`src/design/lfba_pkg.sv`:
```
// ----------------------------------------------------------------------------
// lfba_pkg: shared types and constants of the LED frame brightness animator
// Widths, register indexes, animation modes, the pipeline stage record and
// the constant division by the triangle peak.
// ----------------------------------------------------------------------------
package lfba_pkg;

    // frame geometry
    localparam int unsigned LEN_W           = 13;
    localparam int unsigned POS_W           = 12;
    localparam logic [LEN_W-1:0] MAX_FRAME_BYTES = 13'd4096;
    localparam logic [LEN_W-1:0] MIN_FRAME_BYTES = 13'd8;
    localparam logic [LEN_W-1:0] TAIL_SPAN      = 13'd7;
    localparam logic [POS_W-1:0] EDGE_BYTES     = 12'd4;

    // animation constants
    localparam logic [5:0] PHASE_LAST  = 6'd61;
    localparam logic [5:0] PHASE_STEPS = 6'd62;
    localparam logic [5:0] TRI_PEAK    = 6'd31;
    localparam logic [2:0] HEADER_BITS = 3'b111;

    // configuration port
    localparam int unsigned CFG_INDEX_W = 2;
    localparam int unsigned CFG_DATA_W  = 13;
    localparam logic [CFG_INDEX_W-1:0] REG_EFFECT       = 2'd0;
    localparam logic [CFG_INDEX_W-1:0] REG_FRAME_LENGTH = 2'd1;

    typedef enum logic [1:0] {
        MODE_NONE  = 2'd0,
        MODE_BLINK = 2'd1,
        MODE_FADE  = 2'd2,
        MODE_PULSE = 2'd3
    } effect_t;

    // record held between the accept stage and the output register
    typedef struct packed {
        logic [7:0] data_byte;
        logic       bright_slot;
        logic       need_div;
        logic [9:0] level;
        logic       frame_end;
    } s1_t;

    // floor(p / 31) for p up to 961 by reciprocal multiply
    function automatic logic [4:0] div31(input logic [9:0] p);
        logic [19:0] t;
        t = ({10'd0, p} + 20'd1) * 20'd1057;
        return t[19:15];
    endfunction

endpackage

```
`src/design/lfba_in_if.sv`:
```
// ----------------------------------------------------------------------------
// lfba_in_if: base frame byte channel
// One base frame byte per beat, valid/ready handshake.
// ----------------------------------------------------------------------------
interface lfba_in_if;
    logic       valid;
    logic       ready;
    logic [7:0] data_byte;

    modport source (output valid, output data_byte, input ready);
    modport sink (input valid, input data_byte, output ready);
endinterface

```
`src/design/lfba_out_if.sv`:
```
// ----------------------------------------------------------------------------
// lfba_out_if: animated frame byte channel
// One animated byte per beat with a last-byte-of-frame flag.
// ----------------------------------------------------------------------------
interface lfba_out_if;
    logic       valid;
    logic       ready;
    logic [7:0] out_byte;
    logic       frame_end;

    modport source (output valid, output out_byte, output frame_end, input ready);
    modport sink (input valid, input out_byte, input frame_end, output ready);
endinterface

```
`src/design/lfba_cfg_if.sv`:
```
// ----------------------------------------------------------------------------
// lfba_cfg_if: configuration write channel
// Register index and write data per beat, valid/ready handshake.
// ----------------------------------------------------------------------------
interface lfba_cfg_if;
    logic                            valid;
    logic                            ready;
    logic [lfba_pkg::CFG_INDEX_W-1:0] index;
    logic [lfba_pkg::CFG_DATA_W-1:0]  data;

    modport source (output valid, output index, output data, input ready);
    modport sink (input valid, input index, input data, output ready);
endinterface

```
`src/design/lfba_front.sv`:
```
// ----------------------------------------------------------------------------
// lfba_front: accept stage of the animator
// Holds the configuration, byte position, step phase and blink toggle,
// classifies each accepted byte and registers it with its raw brightness
// level (scaled by the triangle in fade modes).
// ----------------------------------------------------------------------------
module lfba_front (
    input  logic                clk,
    input  logic                rst_n,
    lfba_in_if.sink             frame,
    lfba_cfg_if.sink            cfg,
    input  logic                s2_take,
    output lfba_pkg::s1_t       s1,
    output logic                s1_valid
);

    lfba_pkg::effect_t                 mode_reg, mode_next;
    logic [lfba_pkg::LEN_W-1:0]        length_reg, length_next;
    logic [lfba_pkg::POS_W-1:0]        pos_reg, pos_next;
    logic [5:0]                        phase_reg, phase_next;
    logic                              blink_reg, blink_next;
    logic                              s1_valid_reg, s1_valid_next;
    lfba_pkg::s1_t                     s1_reg, s1_next;

    logic                              s1_take;
    logic                              accept;
    logic                              long_enough;
    logic [lfba_pkg::LEN_W-1:0]        eff_len;
    logic [lfba_pkg::LEN_W-1:0]        pos_ext;
    logic                              last;
    logic                              slot;
    logic [4:0]                        base;
    logic [4:0]                        tri_val;

    assign s1_take     = !s1_valid_reg || s2_take;
    assign frame.ready = s1_take;
    assign cfg.ready   = 1'b1;
    assign accept      = frame.valid && s1_take;

    // effective length and byte classification
    assign eff_len     = (length_reg > lfba_pkg::MAX_FRAME_BYTES) ?
                         lfba_pkg::MAX_FRAME_BYTES : length_reg;
    assign long_enough = eff_len >= lfba_pkg::MIN_FRAME_BYTES;
    assign pos_ext     = {1'b0, pos_reg};
    assign last        = pos_ext >= (eff_len - 13'd1);
    assign slot        = (pos_reg >= lfba_pkg::EDGE_BYTES) && (pos_reg[1:0] == 2'b00) &&
                         ((pos_ext + lfba_pkg::TAIL_SPAN) < eff_len);
    assign base        = frame.data_byte[4:0];
    assign tri_val     = (phase_reg < lfba_pkg::TRI_PEAK) ? phase_reg[4:0] :
                         5'(lfba_pkg::PHASE_STEPS - phase_reg);

    // stage record
    always_comb
    begin
        s1_next.data_byte   = frame.data_byte;
        s1_next.bright_slot = slot;
        s1_next.frame_end   = last;
        s1_next.need_div    = 1'b0;
        s1_next.level       = {5'd0, base};
        case (mode_reg)
            lfba_pkg::MODE_NONE:
            begin
                s1_next.level = {5'd0, base};
            end
            lfba_pkg::MODE_BLINK:
            begin
                s1_next.level = blink_reg ? {5'd0, base} : 10'd0;
            end
            lfba_pkg::MODE_FADE, lfba_pkg::MODE_PULSE:
            begin
                s1_next.need_div = 1'b1;
                s1_next.level    = {5'd0, base} * {5'd0, tri_val};
            end
            default:
            begin
                s1_next.level = {5'd0, base};
            end
        endcase
    end

    // configuration and animation state
    always_comb
    begin
        mode_next     = mode_reg;
        length_next   = length_reg;
        pos_next      = pos_reg;
        phase_next    = phase_reg;
        blink_next    = blink_reg;
        s1_valid_next = s1_valid_reg;
        if (s1_take)
        begin
            s1_valid_next = accept && long_enough;
        end
        if (accept && long_enough)
        begin
            if (last)
            begin
                pos_next   = '0;
                phase_next = (phase_reg == lfba_pkg::PHASE_LAST) ? 6'd0 : phase_reg + 6'd1;
                blink_next = !blink_reg;
            end
            else
            begin
                pos_next = pos_reg + 12'd1;
            end
        end
        if (cfg.valid)
        begin
            if (cfg.index == lfba_pkg::REG_EFFECT)
            begin
                mode_next  = lfba_pkg::effect_t'(cfg.data[1:0]);
                pos_next   = '0;
                phase_next = '0;
                blink_next = 1'b0;
            end
            else if (cfg.index == lfba_pkg::REG_FRAME_LENGTH)
            begin
                length_next = cfg.data;
            end
        end
    end

    always_ff @(posedge clk or negedge rst_n)
    begin
        if (!rst_n)
        begin
            mode_reg     <= lfba_pkg::MODE_NONE;
            length_reg   <= '0;
            pos_reg      <= '0;
            phase_reg    <= '0;
            blink_reg    <= 1'b0;
            s1_valid_reg <= 1'b0;
        end
        else
        begin
            mode_reg     <= mode_next;
            length_reg   <= length_next;
            pos_reg      <= pos_next;
            phase_reg    <= phase_next;
            blink_reg    <= blink_next;
            s1_valid_reg <= s1_valid_next;
        end
    end

    // stage payload, no reset
    always_ff @(posedge clk)
    begin
        if (accept)
        begin
            s1_reg <= s1_next;
        end
    end

    assign s1       = s1_reg;
    assign s1_valid = s1_valid_reg;

endmodule

```
`src/design/lfba_back.sv`:
```
// ----------------------------------------------------------------------------
// lfba_back: brightness finish and output register
// Divides the scaled level by the triangle peak where needed, builds the
// brightness byte and holds the result beat until the sink takes it.
// ----------------------------------------------------------------------------
module lfba_back (
    input  logic            clk,
    input  logic            rst_n,
    input  lfba_pkg::s1_t   s1,
    input  logic            s1_valid,
    output logic            s2_take,
    lfba_out_if.source      anim
);

    logic       out_valid_reg, out_valid_next;
    logic [7:0] out_byte_reg, out_byte_next;
    logic       frame_end_reg, frame_end_next;
    logic [4:0] bright;

    assign s2_take = !out_valid_reg || anim.ready;

    // final brightness and byte
    always_comb
    begin
        bright         = s1.need_div ? lfba_pkg::div31(s1.level) : s1.level[4:0];
        out_byte_next  = s1.bright_slot ? {lfba_pkg::HEADER_BITS, bright} : s1.data_byte;
        frame_end_next = s1.frame_end;
        out_valid_next = s2_take ? s1_valid : out_valid_reg;
    end

    always_ff @(posedge clk or negedge rst_n)
    begin
        if (!rst_n)
        begin
            out_valid_reg <= 1'b0;
        end
        else
        begin
            out_valid_reg <= out_valid_next;
        end
    end

    always_ff @(posedge clk)
    begin
        if (s2_take && s1_valid)
        begin
            out_byte_reg  <= out_byte_next;
            frame_end_reg <= frame_end_next;
        end
    end

    assign anim.valid     = out_valid_reg;
    assign anim.out_byte  = out_byte_reg;
    assign anim.frame_end = frame_end_reg;

endmodule

```
`src/design/led_frame_brightness_animator_core.sv`:
```
// ----------------------------------------------------------------------------
// led_frame_brightness_animator_core: LED frame brightness animator
// Rewrites the brightness byte of each LED slot in a streamed strip frame
// according to the animation mode; other bytes pass unchanged.
// ----------------------------------------------------------------------------
//  channel  role    beat contents
//  frame    sink    data_byte (8)
//  anim     source  out_byte (8), frame_end (1)
//  cfg      sink    index (2), data (13); 0 mode select, 1 frame_length
//
//  one byte per cycle sustained while anim is ready; a byte passes the accept
//  register, then the output register, before it shows on anim
//  bytes taken while frame_length is below 8 give no beat
//  a stall on anim holds the output register and frame.ready falls only
//  when both registers are full
//  reset clears configuration, position, phase, toggle and valid flags
// ----------------------------------------------------------------------------
module led_frame_brightness_animator_core (
    input  logic        clk,
    input  logic        rst_n,
    lfba_in_if.sink     frame,
    lfba_out_if.source  anim,
    lfba_cfg_if.sink    cfg
);

    lfba_pkg::s1_t s1;
    logic          s1_valid;
    logic          s2_take;

    // accept stage with animation state
    lfba_front u_front (
        .clk      (clk),
        .rst_n    (rst_n),
        .frame    (frame),
        .cfg      (cfg),
        .s2_take  (s2_take),
        .s1       (s1),
        .s1_valid (s1_valid)
    );

    // brightness finish and output register
    lfba_back u_back (
        .clk      (clk),
        .rst_n    (rst_n),
        .s1       (s1),
        .s1_valid (s1_valid),
        .s2_take  (s2_take),
        .anim     (anim)
    );

endmodule

```
`src/flat_wrapper.sv`:
```
// flat-port wrapper written by rule: the top's interface ports become plain ports
module led_frame_brightness_animator_core_flat 
  (clk, rst_n, frame_valid, frame_data_byte, frame_ready, anim_valid, anim_out_byte, anim_frame_end, anim_ready, cfg_valid, cfg_index, cfg_data, cfg_ready);
  lfba_in_if frame_i ();
  lfba_out_if anim_i ();
  lfba_cfg_if cfg_i ();
  input  logic clk;
  input  logic rst_n;
  input wire logic [$bits(frame_i.valid)-1:0] frame_valid;
  input wire logic [$bits(frame_i.data_byte)-1:0] frame_data_byte;
  output wire logic [$bits(frame_i.ready)-1:0] frame_ready;
  output wire logic [$bits(anim_i.valid)-1:0] anim_valid;
  output wire logic [$bits(anim_i.out_byte)-1:0] anim_out_byte;
  output wire logic [$bits(anim_i.frame_end)-1:0] anim_frame_end;
  input wire logic [$bits(anim_i.ready)-1:0] anim_ready;
  input wire logic [$bits(cfg_i.valid)-1:0] cfg_valid;
  input wire logic [$bits(cfg_i.index)-1:0] cfg_index;
  input wire logic [$bits(cfg_i.data)-1:0] cfg_data;
  output wire logic [$bits(cfg_i.ready)-1:0] cfg_ready;
  assign frame_i.valid = frame_valid;
  assign frame_i.data_byte = frame_data_byte;
  assign frame_ready = frame_i.ready;
  assign anim_valid = anim_i.valid;
  assign anim_out_byte = anim_i.out_byte;
  assign anim_frame_end = anim_i.frame_end;
  assign anim_i.ready = anim_ready;
  assign cfg_i.valid = cfg_valid;
  assign cfg_i.index = cfg_index;
  assign cfg_i.data = cfg_data;
  assign cfg_ready = cfg_i.ready;
  led_frame_brightness_animator_core u_core (.clk(clk), .rst_n(rst_n), .frame(frame_i), .anim(anim_i), .cfg(cfg_i));
endmodule
```
`config.mk`:
```
export PLATFORM = sky130hd
export DESIGN_NAME = led_frame_brightness_animator_core_flat
export DESIGN_NICKNAME = d
export VERILOG_FILES = /design/src/design/lfba_pkg.sv /design/src/design/lfba_in_if.sv /design/src/design/lfba_out_if.sv /design/src/design/lfba_cfg_if.sv /design/src/design/lfba_front.sv /design/src/design/lfba_back.sv /design/src/design/led_frame_brightness_animator_core.sv /design/src/flat_wrapper.sv
export SDC_FILE = /design/constraint.sdc
export NUM_CORES = 1
export LEC_CHECK = 0
export ABC_AREA = 1
export BUFFER_PORTS_ARGS = -buffer_cell sky130_fd_sc_hd__clkbuf_2
export CAP_MARGIN = 40
export CORE_ASPECT_RATIO = 1.2
export CORE_MARGIN = 2
export CORE_UTILIZATION = 51
export DETAILED_ROUTE_END_ITERATION = 6
export GPL_ROUTABILITY_DRIVEN = 0
export PLACE_DENSITY = 0.69
export SLEW_MARGIN = 40
export SYNTH_ARGS = -nofsm -noshare
export SYNTH_HDL_FRONTEND = slang
export SYNTH_HIERARCHICAL = 1
export SYNTH_SLANG_ARGS = --single-unit
```
`constraint.sdc`:
```
create_clock -name clk -period 4 [get_ports clk]
set_input_delay 0 -clock clk [delete_from_list [all_inputs] [get_ports clk]]
set_output_delay 0 -clock clk [all_outputs]
set_load 0.005 [all_outputs]
```
## Word-level counts from Yosys, hierarchy flattened

Index checks and enable logic that the tools add are counted.

- Flip-flop bits (word level): 66
- Output and inout port bits: 12

- $add $sub $neg: 6
- Multipliers: 2
- Order comparisons: 6
- Equality and inequality tests: 5
- Mux-type cells: 20
- Bitwise operators: 1
- Reduce and logical (&&, ||, !) cells: 16

Operators by type and width:

| operator | number |
|---|---|
| two-way mux 12 bit | 4 |
| two-way mux 6 bit | 5 |
| one-hot mux 10 bit (3 select lines) | 1 |
| multiplier 11 x 11 -> 20 bit, second input constant | 1 |
| two-way mux 5 bit | 4 |
| adder 12 x 3 -> 13 bit, second input constant | 1 |
| >= comparator 12 x 13 -> 1 bit | 1 |
| >= comparator 13 x 4 -> 1 bit, second input constant | 1 |
| > comparator 13 bit, second input constant | 1 |
| < comparator 13 bit | 1 |
| two-way mux 13 bit | 1 |
| subtractor 13 x 1 -> 13 bit, second input constant | 1 |
| adder 12 x 1 -> 12 bit, second input constant | 1 |
| >= comparator 12 x 3 -> 1 bit, second input constant | 1 |
| adder 10 x 1 -> 11 bit, second input constant | 1 |
| multiplier 5 x 5 -> 10 bit | 1 |
| adder 6 x 1 -> 6 bit, second input constant | 1 |
| equality test 6 bit, second input constant | 1 |
| logical NOT 2 bit | 3 |
| < comparator 6 x 5 -> 1 bit, second input constant | 1 |
| logical AND 1 bit | 5 |
| two-way mux 1 bit | 5 |
| subtractor 5 bit, first input constant | 1 |
| equality test 2 x 1 -> 1 bit, second input constant | 2 |
| other kinds (7) | 11 |

## Longest topological paths before layout

Gate-level depths: netlist of run 1.

- Depth after elaboration: 8
- Gate-level depth with buffers: 28
- Gate-level depth less buffers: 28

## Cells and area by module

Netlist of run 1, hierarchy kept.

Modules (own cells, without submodules):

| module | times used | cells an instance | area each (µm²) | seq. area each (µm²) |
|---|---|---|---|---|
| lfba_front | 1 | 546 | 4325.4 | 1506.4 |
| lfba_back | 1 | 240 | 1666.6 | 295.3 |

## Least setup slack after synthesis of run 1

Ideal clock, no wire load.

- Path type: register -> register
- Start point: register u_core.u_front.phase_reg[0]
- End point: register u_core.u_front.s1_reg (netlist bit u_core/u_front/s1[10]), data pin
- Library setup time: 254 ps
- Data arrival time: 4107 ps
- Setup slack: -361 ps
- Stages on the path, launching flop included: 23
- Cell sequence: dfrtp_1 ha_1 nand3_1 nand2_1 o21ai_0 xor2_1 nand2_1 fa_1 inv_1 fa_1 fa_1 ha_1 a21oi_1 nand2_1 nand2_1 nand2_1 a21oi_1 nor2_1 nor2_1 nor2_1 nor2_1 xnor2_1 nor2_1

RTL lines:

| element | RTL line | source |
|---|---|---|
| from (decl) | lfba_front.sv:20 | `logic [5:0] phase_reg, phase_next;` |
| from (signal assigned) | lfba_front.sv:139 | `phase_reg <= phase_next;` |
| to (signal assigned) | lfba_front.sv:150 | `s1_reg <= s1_next;` |
| to (decl) | lfba_front.sv:23 | `lfba_pkg::s1_t s1_reg, s1_next;` |

==> results.py, run 1 <==
metrics = {
    "outcome": {
        "run_status": "finished with violations",
        "failed_checks": "setup timing",
    },
    "die": {
        "num_io_pins": 40,
        "std_cell_rows": 43,
        "fp.dieH_um": 123,
        "core_area_mm2": 0.0115,
        "fp.dieW_um": 103,
        "die_area_mm2": 0.0126,
        "start_util_pct": 52.0,
    },
    "worst_setup_path": {
        "critPathKind": "flop to flop",
        "cp-start-kind": "flop",
        "end_kind": "flop",
        "required_ns": 4.08,
        "cp_max_fo": 5,
        "rr_worst_depth": 23,
        "arrival_ns": 4.31,
    },
    "clock_tree": {
        "clkTransAtPathRegs_ns": 0.06,
        "root_buffer": "clkbuf_16",
        "cts_tree": "yes",
        "clk_latency_ns": 0.33,
        "h-tree-depth": 3,
        "clk_path_buf_depth": 2,
        "cts_buffers": 9,
        "cts.sinks": 66,
    },
    "sta": {
        "setup_viol": 2,
        "drv_slew": 0,
        "fin_hold_ws_ns": 0.186,
        "worst_pin_slew_ns": 0.527,
        "max_slew_margin_pct": 64.8,
        "fin_crit_ns": 4.22,
        "fin_ws_ns": -0.224,
        "finalHoldViolations": 0,
        "finalCritPeriodShare_pct": 106,
        "skew_ns": 0.0110,
        "max_freq_ghz": 0.237,
        "rsz0062_at_grt": "true",
    },
    "finish": {
        "diodes": 0,
        "largest_reg_flops": 21,
        "multi_input_area_mm2": 0.00374,
        "nets": 995,
        "drive_above_1_share_pct": 16.3,
        "final_common_cell": "nand2_1",
        "final_area_mm2": 0.00720,
        "stdcell_count": 1040,
        "regArea_mm2": 0.00180,
        "nFillCells": 1023,
        "areaGrowthSynthToFinish_pct": 20.2,
        "final_cell_mix": "nand2_1, inv_1, nor2_1, ha_1, a21oi_1",
    },
    "global_route": {
        "grt_max_degree": 37,
        "grtUsageMet2_pct": 42.4,
        "grt_pass1_wl_um": 22500,
        "grtUsageMet3_pct": 3.76,
        "gr-usage-all-layers_pct": 22.5,
        "busiest_layer": "met2",
        "grt.met1_usage_pct": 25.3,
        "grt_pass1_vias": 5144,
        "antenna_found_initial": 0,
        "grt-ovfl-total": 0,
    },
    "routing": {
        "drt-total-wl_um": 13900,
        "wl_per_cell_um": 13.4,
        "num_vias": 5271,
        "first_pass_iters": 5,
        "drc": 0,
        "ant_nets": 0,
        "drt_first_iter_violations": 237,
        "vias_per_cell": 5.07,
    },
    "synth": {
        "synth_top_area_share_pct": 16.5,
        "synth_edf_count": 30,
        "synthesis.instances": 786,
        "syn_nets": 903,
        "synth.distinct_cells": 47,
        "yosysTopAreaCell": "ha_1",
        "synth_area_mm2": 0.00599,
        "synth.ff_latch_count": 66,
        "synthTopCellsByArea": "ha_1, dfrtp_1, edfxtp_1",
        "avgSynthCellArea_um2": 7.62,
        "synth-seq-area-share_pct": 30.1,
        "ys.flop_type": "dfrtp_1",
        "async_flop_share_pct": 54.5,
        "yosys_warnings": 6,
    },
    "power_and_ir_drop": {
        "swShare_pct": 38.3,
        "power.density_mw_per_mm2": 379,
        "peakVddDrop_mv": 0.264,
        "sequentialPowerShare_pct": 32.9,
        "p_switching_mw": 1.05,
        "p_leak_nw": 3.82,
        "power_frac_clock_pct": 25.8,
        "p_int_mw": 1.68,
        "p_comb_share_pct": 41.3,
    },
    "place": {
        "port_buffers": 38,
        "place_area_mm2": 0.00653,
        "place_hpwl_um": 10700,
        "placedCellCount": 992,
    },
    "worst_hold_path": {
        "hold_path_class": "primary input to async pin",
    },
    "run": {
        "drv_cap": 0,
    },
}
final timing paths:
path	from	end	slack, ns
max	u_core/u_front/phase_reg[0]$_DFF_PN0_	u_core/u_front/s1[10]$_DFFE_PP_	-0.22
min	rst_n	u_core/u_front/pos_reg[6]$_DFF_PN0_	0.19
max reg2reg	u_core/u_front/phase_reg[0]$_DFF_PN0_	u_core/u_front/s1[10]$_DFFE_PP_	-0.22
min reg2reg	u_core/u_front/s1[0]$_DFFE_PP_	u_core/u_back/anim.frame_end$_DFFE_PP_	0.44
max in group asynchronous	rst_n	u_core/u_front/phase_reg[2]$_DFF_PN0_	3.45
min in group clk	cfg_valid	u_core/u_front/mode_reg[1]$_DFFE_PN0P_	0.19
cell usage after synthesis, types with 3 or more instances:
cell and instances:
inv_1 132, a21oi_1 44, nand2_2 3, nand2_1 170, or2_2 5, edfxtp_1 30, ha_1 79, buf_4 3
xnor2_1 6, nor3_1 11, nand3_1 36, dfrtp_1 36, nor2_1 93, xor2_1 33, nand4_1 9, nor2_2 5
inv_2 6, o21ai_0 25, clkbuf_1 8, nor4_1 4, fa_1 10
power by group through the flow:
stage / clock network (mW) / registers, mW / logic (mW)
detailed placement: 0 / 0.907 / 1.05
finish: 0.704 / 0.896 / 1.13
CTS: 0.717 / 0.895 / 1.07
global placement: 0 / 0.904 / 1.01
floorplan: 0 / 0.878 / 0.784
global route: 0.750 / 0.909 / 1.27
worst max-delay path: stages (launching register included):
cell and delay, ns:
dfrtp_1 0.38, ha_2 0.21, nand3_2 0.10, nand2_4 0.12
nand2_4 0.06, xor2_2 0.15, inv_1 0.09, nand2_2 0.06
fa_1 0.55, inv_2 0.04, fa_1 0.46, fa_1 0.53
ha_4 0.22, a21oi_2 0.13, nand2_1 0.08, nand2_1 0.07
nand2_1 0.07, a21oi_2 0.16, nor2_1 0.05, nor2_1 0.08
nor2_1 0.04, nor2_1 0.14, xnor2_1 0.16, nor2_1 0.06
logic make-up (layout without fill, tap and decap cells):
family | Yosys count | after routing | synth area share (%)
AO/OA/AOI/OAI | 88 | 88 | 8.39
XOR/XNOR | 42 | 42 | 6.72
adder cells (fa/ha/maj) | 89 | 89 | 19.8
buffers and inverters | 152 | 249 | 9.88
flip-flops | 66 | 66 | 30.1
multiplexers | 1 | 1 | 0.188
other | 1 | 1 | 0.0626
AND/OR/NAND/NOR | 347 | 347 | 24.8
through the flow:
stage,util (%),power (mW),setup WS (ns),setup TNS [ns]
after global routing,62.6,2.93,-0.458,-1.19
after global placement,56.7,1.91,-0.0812,-0.0977
after floorplan,-,1.66,-0.0433,-0.0433
after CTS,61.2,2.69,-0.182,-0.350
after detailed placement,56.7,1.96,-0.267,-0.451
final,62.6,2.73,-0.224,-0.378
timing repair:
action	4_1_cts	5_1_grt
pin swaps	3	5
resized for setup	3	23
setup endpoints to repair	2	12
hold endpoints to repair	60	0
setup buffers	2	6
hold buffers	23	0
area by class of cell:
cell class | instances | share of cell area, %
clock buffers | 10 | 3.18
clock inverters | 6 | 0.469
inverters | 140 | 7.33
multi-input cells | 568 | 51.9
flip-flops and latches | 66 | 25.0
well taps | 157 | 2.73
repair buffers | 93 | 9.36
metal layers:
| layer | part of all wire, % | wire length (µm) |
|---|---|---|
| met5 | 0 | 0 |
| met4 | 1.6 | 228 |
| met3 | 2.8 | 390 |
| met2 | 55 | 7590 |
| met1 | 41 | 5710 |
Note: power is estimated with default switching activity, not from simulation.
==> run 2, diff against run 1 <==
- REMOVE_ABC_BUFFERS: not set -> 1
==> run 2 against run 1 <==
- the run still ends with setup timing left
- clock power up 12%
- first-iteration DRC count up 37%
- clock-buffer cell count unchanged
- non-clock buffer count up 9
- wire length up 2.4%
- total power up 3.5%
- maximum frequency down 2.5%
- cell area up 1.8%
- critical endpoint unchanged
- highest routed layer unchanged
==> results.py, run 2 (synthesis gave the netlist of run 1 again) <==
metrics = {
    "sta": {
        "setup_viol": 4,
        "skew_ns": 0.0100,
        "rsz0062_at_grt": "true",
        "fin_ws_ns": -0.334,
        "fin_crit_ns": 4.33,
        "finalHoldViolations": 0,
        "max_freq_ghz": 0.231,
        "worst_pin_slew_ns": 0.515,
        "finalCritPeriodShare_pct": 108,
        "drv_slew": 0,
        "max_slew_margin_pct": 65.7,
    },
    "outcome": {
        "failed_checks": "setup timing",
        "run_status": "finished with violations",
    },
    "finish": {
        "final_common_cell": "nand2_1",
        "drive_above_1_share_pct": 18.4,
        "post-route-util_pct": 63.7,
        "nets": 1004,
        "largest_reg_flops": 21,
        "diodes": 0,
        "final_area_mm2": 0.00733,
        "areaGrowthSynthToFinish_pct": 22.4,
        "final_cell_mix": "nand2_1, inv_1, nor2_1, ha_1, a21oi_1",
    },
    "global_route": {
        "gr-usage-all-layers_pct": 23.3,
        "grt_pass1_vias": 5319,
        "grt_pass1_wl_um": 23300,
        "grt-ovfl-total": 0,
        "grt_max_degree": 37,
        "antenna_found_initial": 0,
    },
    "worst_setup_path": {
        "cpMaxStageDelayCell": "fa_1",
        "cp_max_fo": 4,
        "crit_path_max_incr_delay_ns": 0.56,
        "cp_cell_sequence": "ha_2 > nand3_2 > nand2_2 > buf_6 > buf_4 > o21ai_1 > inv_1 > nand2_2 > fa_1 > inv_2 > fa_1 > fa_1 > ha_4 > a21oi_2 > nand2_1 > nand2_1 > nand2_1 > a21oi_2 > nor2_1 > nor2_1 > nor2_1 > nor2_1 > xnor2_1 > nor2_1",
        "critPathBufInv": 4,
        "required_ns": 4.08,
        "cp-start-kind": "flop",
        "crit_path_frequent_cell": "nor2_1",
        "critPathKind": "flop to flop",
        "cp_top_family": "adder cells",
        "end_kind": "flop",
        "arrival_ns": 4.41,
        "r2r_slack_ns": -0.33,
    },
    "die": {
        "fp.dieH_um": 123,
        "start_util_pct": 52.0,
        "std_cell_rows": 43,
        "core_area_mm2": 0.0115,
        "fp.dieW_um": 103,
        "num_io_pins": 40,
        "die_area_mm2": 0.0126,
    },
    "power_and_ir_drop": {
        "p_switching_mw": 1.06,
        "p_comb_share_pct": 40.5,
        "peakVddDrop_mv": 0.288,
        "swShare_pct": 37.6,
        "sequentialPowerShare_pct": 31.6,
        "power_mw": 2.82,
        "p_int_mw": 1.76,
        "power.density_mw_per_mm2": 385,
        "p_leak_nw": 3.86,
        "power_frac_clock_pct": 27.9,
    },
    "clock_tree": {
        "clk_path_buf_depth": 2,
        "root_buffer": "clkbuf_16",
        "cts_buffers": 9,
        "cts_tree": "yes",
        "clk_latency_ns": 0.33,
        "cts.sinks": 66,
        "h-tree-depth": 3,
        "clkTransAtPathRegs_ns": 0.06,
    },
    "place": {
        "place_area_mm2": 0.00655,
        "place_hpwl_um": 11000,
        "port_buffers": 38,
    },
    "routing": {
        "drt-total-wl_um": 14300,
        "vias_per_cell": 5.24,
        "drt_first_iter_violations": 324,
        "num_vias": 5492,
        "drc": 0,
        "first_pass_iters": 6,
        "ant_nets": 0,
        "wl_per_cell_um": 13.6,
    },
    "worst_hold_path": {
        "hold_path_class": "primary input to flop",
    },
    "run": {
        "drv_cap": 0,
    },
}
==> run 2: power groups by stage <==
stage | sequential [mW] | clock [mW] | combinational [mW]
final | 0.893 | 0.786 | 1.14
after global routing | 0.906 | 0.834 | 1.30
after CTS | 0.892 | 0.797 | 1.09
after detailed placement | 0.904 | 0 | 1.05
after global placement | 0.899 | 0 | 1.01
after floorplan | 0.887 | 0 | 0.762
==> run 2: path summary, 6_finish.rpt <==
| path | startpoint | to | cells after the start |
|---|---|---|---|
| min in group asynchronous | rst_n | u_core/u_front/length_reg[1]$_DFFE_PN0P_ | 2 |
| hold reg to reg | u_core/u_front/s1[0]$_DFFE_PP_ | u_core/u_back/anim.frame_end$_DFFE_PP_ | 0 |
| hold / removal | cfg_valid | u_core/u_front/mode_reg[0]$_DFFE_PN0P_ | 4 |
| setup / recovery | u_core/u_front/phase_reg[0]$_DFF_PN0_ | u_core/u_front/s1[10]$_DFFE_PP_ | 24 |
| max in group asynchronous | rst_n | u_core/u_front/pos_reg[11]$_DFF_PN0_ | 2 |
| setup reg to reg | u_core/u_front/phase_reg[0]$_DFF_PN0_ | u_core/u_front/s1[10]$_DFFE_PP_ | 24 |
==> run 2: cell type report <==
type,instances,area (µm²)
well taps,157,196
fillers,989,4180
inverters,140,528
flip-flops and latches,66,1800
clock buffers,10,229
repair buffers,102,742
clock inverters,6,66.3
multi-input cells,568,3770
==> run 2: tightest hold or removal path, stage by stage <==
cell and delay (ns):
clkbuf_2 0.09, nand2_1 0.21, nand2_1 0.11, o21ai_0 0.07
==> run 2: what timing repair did <==
item,in CTS,in global routing
setup endpoints to repair,5,14
gates cloned,0,0
endpoints found under the hold margin,60,0
buffers inserted,6,5
gates resized for setup,17,30
pin swaps,17,21
hold buffers,23,0
==> run 2: metrics by stage <==
| stage | hold WS [ns] | setup WS, ns | instances | setup TNS (ns) |
|---|---|---|---|---|
| 2_1_floorplan | -0.296 | -0.455 | 774 | -0.841 |
| 5_1_grt | 0.232 | -0.554 | 1049 | -1.61 |
| 4_1_cts | 0.157 | -0.249 | 1044 | -0.445 |
| 6_report | 0.188 | -0.334 | 1049 | -0.737 |
| 3_3_place_gp | 0.170 | -0.318 | 998 | -0.642 |
| 3_5_place_dp | 0.0321 | -0.453 | 999 | -1.21 |
==> run 2: routing by layer <==
layer / up-vias / global-route usage [%] / wire length (µm)
met5: - / 0 / 0
met3: 38 / 4.67 / 568
met4: 0 / 8.39 / 396
li1: 2732 / - / -
met2: 154 / 41.2 / 7270
met1: 2568 / 27.8 / 6020
==> run 3, diff against run 2 <==
- PLACE_DENSITY: 0.69 -> 0.72
==> run 3 against run 2 <==
- the flow still finishes with violations (setup timing)
- combinational power hardly changed
- global-route usage increased by 0.40 points
- non-clock buffer count grew 7
- clock skew grew 0.0025 ns
- critical endpoint unchanged
- largest cell class unchanged
- via count is 2.3% lower
- register-to-register slack better by 0.18 ns
- setup slack improved by 0.18 ns
- worst hold slack worse by 0.052 ns
- clock power fell by 7.1%
- clock-buffer cell count unchanged
==> results.py, run 3 (synthesis gave the netlist of run 1 again) <==
metrics = {
    "outcome": {
        "run_status": "finished with violations",
        "failed_checks": "setup timing",
    },
    "worst_setup_path": {
        "timing.rr.start": "u_core/u_front/phase_reg[1]$_DFF_PN0_",
        "cp_max_fo": 4,
        "required_ns": 4.08,
        "cp-start-kind": "flop",
        "critPathLaunch": "u_core/u_front/phase_reg[1]$_DFF_PN0_",
        "end_kind": "flop",
        "arrival_ns": 4.23,
        "r2r_slack_ns": -0.15,
        "critPathKind": "flop to flop",
    },
    "clock_tree": {
        "h-tree-depth": 3,
        "cts_buffers": 9,
        "clk_latency_ns": 0.34,
        "clkTransAtPathRegs_ns": 0.06,
        "cts_tree": "yes",
        "cts.sinks": 66,
        "root_buffer": "clkbuf_16",
        "clk_path_buf_depth": 2,
    },
    "place": {
        "dpl_worst_slack_ns": -0.333,
        "placedCellCount": 1006,
        "place_hpwl_um": 10400,
        "port_buffers": 38,
    },
    "finish": {
        "largest_reg_flops": 21,
        "stdcell_count": 1056,
        "nets": 1011,
        "areaGrowthSynthToFinish_pct": 22.5,
        "final_common_cell": "nand2_1",
        "final_cell_mix": "nand2_1, inv_1, nor2_1, ha_1, buf_4",
        "drive_above_1_share_pct": 18.8,
        "diodes": 0,
    },
    "routing": {
        "vias_per_cell": 5.08,
        "num_vias": 5368,
        "first_pass_iters": 6,
        "wl_per_cell_um": 13.0,
        "drc": 0,
        "ant_nets": 0,
        "drt_first_iter_violations": 304,
        "drt-total-wl_um": 13800,
    },
    "die": {
        "start_util_pct": 52.0,
        "std_cell_rows": 43,
        "fp.dieH_um": 123,
        "die_area_mm2": 0.0126,
        "num_io_pins": 40,
        "fp.dieW_um": 103,
        "core_area_mm2": 0.0115,
    },
    "global_route": {
        "grt_pass1_vias": 5288,
        "grt_max_degree": 37,
        "antenna_found_initial": 0,
        "grt_pass1_wl_um": 23400,
        "gr-usage-all-layers_pct": 23.7,
        "grt-ovfl-total": 0,
    },
    "run": {
        "drv_cap": 0,
    },
    "sta": {
        "setup_viol": 2,
        "worst_pin_slew_ns": 0.514,
        "finalCritPeriodShare_pct": 104,
        "final.setup.tns_ns": -0.259,
        "rsz0062_at_grt": "true",
        "fin_crit_ns": 4.15,
        "skew_ns": 0.0125,
        "max_slew_margin_pct": 65.7,
        "drv_slew": 0,
        "finalHoldViolations": 0,
        "max_freq_ghz": 0.241,
        "fin_ws_ns": -0.150,
    },
    "power_and_ir_drop": {
        "power.density_mw_per_mm2": 374,
        "p_comb_share_pct": 41.3,
        "peakVddDrop_mv": 0.322,
        "p_switching_mw": 1.05,
        "swShare_pct": 38.1,
        "sequentialPowerShare_pct": 32.2,
        "p_int_mw": 1.70,
        "power_frac_clock_pct": 26.6,
        "p_leak_nw": 3.87,
    },
    "worst_hold_path": {
        "hold_path_class": "primary input to flop",
        "min_from": "cfg_valid",
    },
}
==> run 3: metrics by stage <==
stage | power, mW | instance area, µm² | hold WS (ns) | utilization (%)
detailed placement | 1.94 | 6600 | 0.0344 | 57.3
floorplan | 1.65 | 5930 | -0.296 | -
global placement | 1.92 | 6590 | 0.183 | 57.2
CTS | 2.73 | 7240 | 0.147 | 62.9
finish | 2.75 | 7340 | 0.136 | 63.7
global route | 2.97 | 7340 | 0.205 | 63.7
==> run 3: area by class of cell <==
cell class	instances	area, µm²
Clock inverter	6	42.5
Sequential cell	66	1800
Inverter	140	528
Clock buffer	10	229
Multi-Input combinational cell	568	3750
Timing Repair Buffer	109	791
Fill cell	1008	4180
Tap cell	157	196
==> run 3: worst max-delay path, cell delays in order, from the launching register on <==
cell,delay (ns)
dfrtp_1,0.39
ha_2,0.20
nand3_2,0.08
nand2_2,0.09
buf_6,0.14
o21ai_2,0.18
inv_1,0.09
buf_4,0.14
buf_4,0.12
buf_4,0.12
buf_4,0.12
buf_4,0.12
buf_4,0.12
nand2_1,0.07
fa_1,0.41
inv_1,0.06
ha_1,0.23
ha_1,0.34
ha_4,0.26
a21oi_2,0.15
nor2_1,0.05
nor2_1,0.08
nor2_1,0.04
nor2_1,0.11
xnor2_1,0.12
nor2_1,0.05
==> run 3: layer usage <==
metal  vias up  track usage [%]  share of wire (%)
li1       2735                -                  -
met4         0             8.39                2.1
met1      2484             29.4                 43
met3        23             3.82                4.6
met5         -                0                  0
met2       126             41.4                 50
==> run 3: worst paths after layout <==
kind | to | cells past startpoint
max | u_core/u_front/s1[10]$_DFFE_PP_ | 25
min | u_core/u_front/mode_reg[0]$_DFFE_PN0P_ | 3
max reg2reg | u_core/u_front/s1[10]$_DFFE_PP_ | 25
min reg2reg | u_core/u_back/anim.frame_end$_DFFE_PP_ | 0
max in group asynchronous | u_core/u_front/pos_reg[5]$_DFF_PN0_ | 2
min in group asynchronous | u_core/u_front/length_reg[1]$_DFFE_PN0P_ | 2
==> run 3: power groups by stage <==
stage          combinational [mW]  clock [mW]  sequential (mW)
6_report                     1.13       0.730            0.883
5_1_grt                      1.31       0.770            0.897
4_1_cts                      1.10       0.746            0.882
3_5_place_dp                 1.05           0            0.895
3_3_place_gp                 1.02           0            0.893
2_1_floorplan               0.762           0            0.887
==> run 3: timing repair <==
| item | CTS | global route |
|---|---|---|
| resized for setup | 18 | 22 |
| hold endpoints to repair | 59 | 0 |
| setup buffers | 11 | 1 |
| endpoints found under the setup margin | 4 | 10 |
| pin swaps | 10 | 8 |
| hold buffers | 23 | 0 |
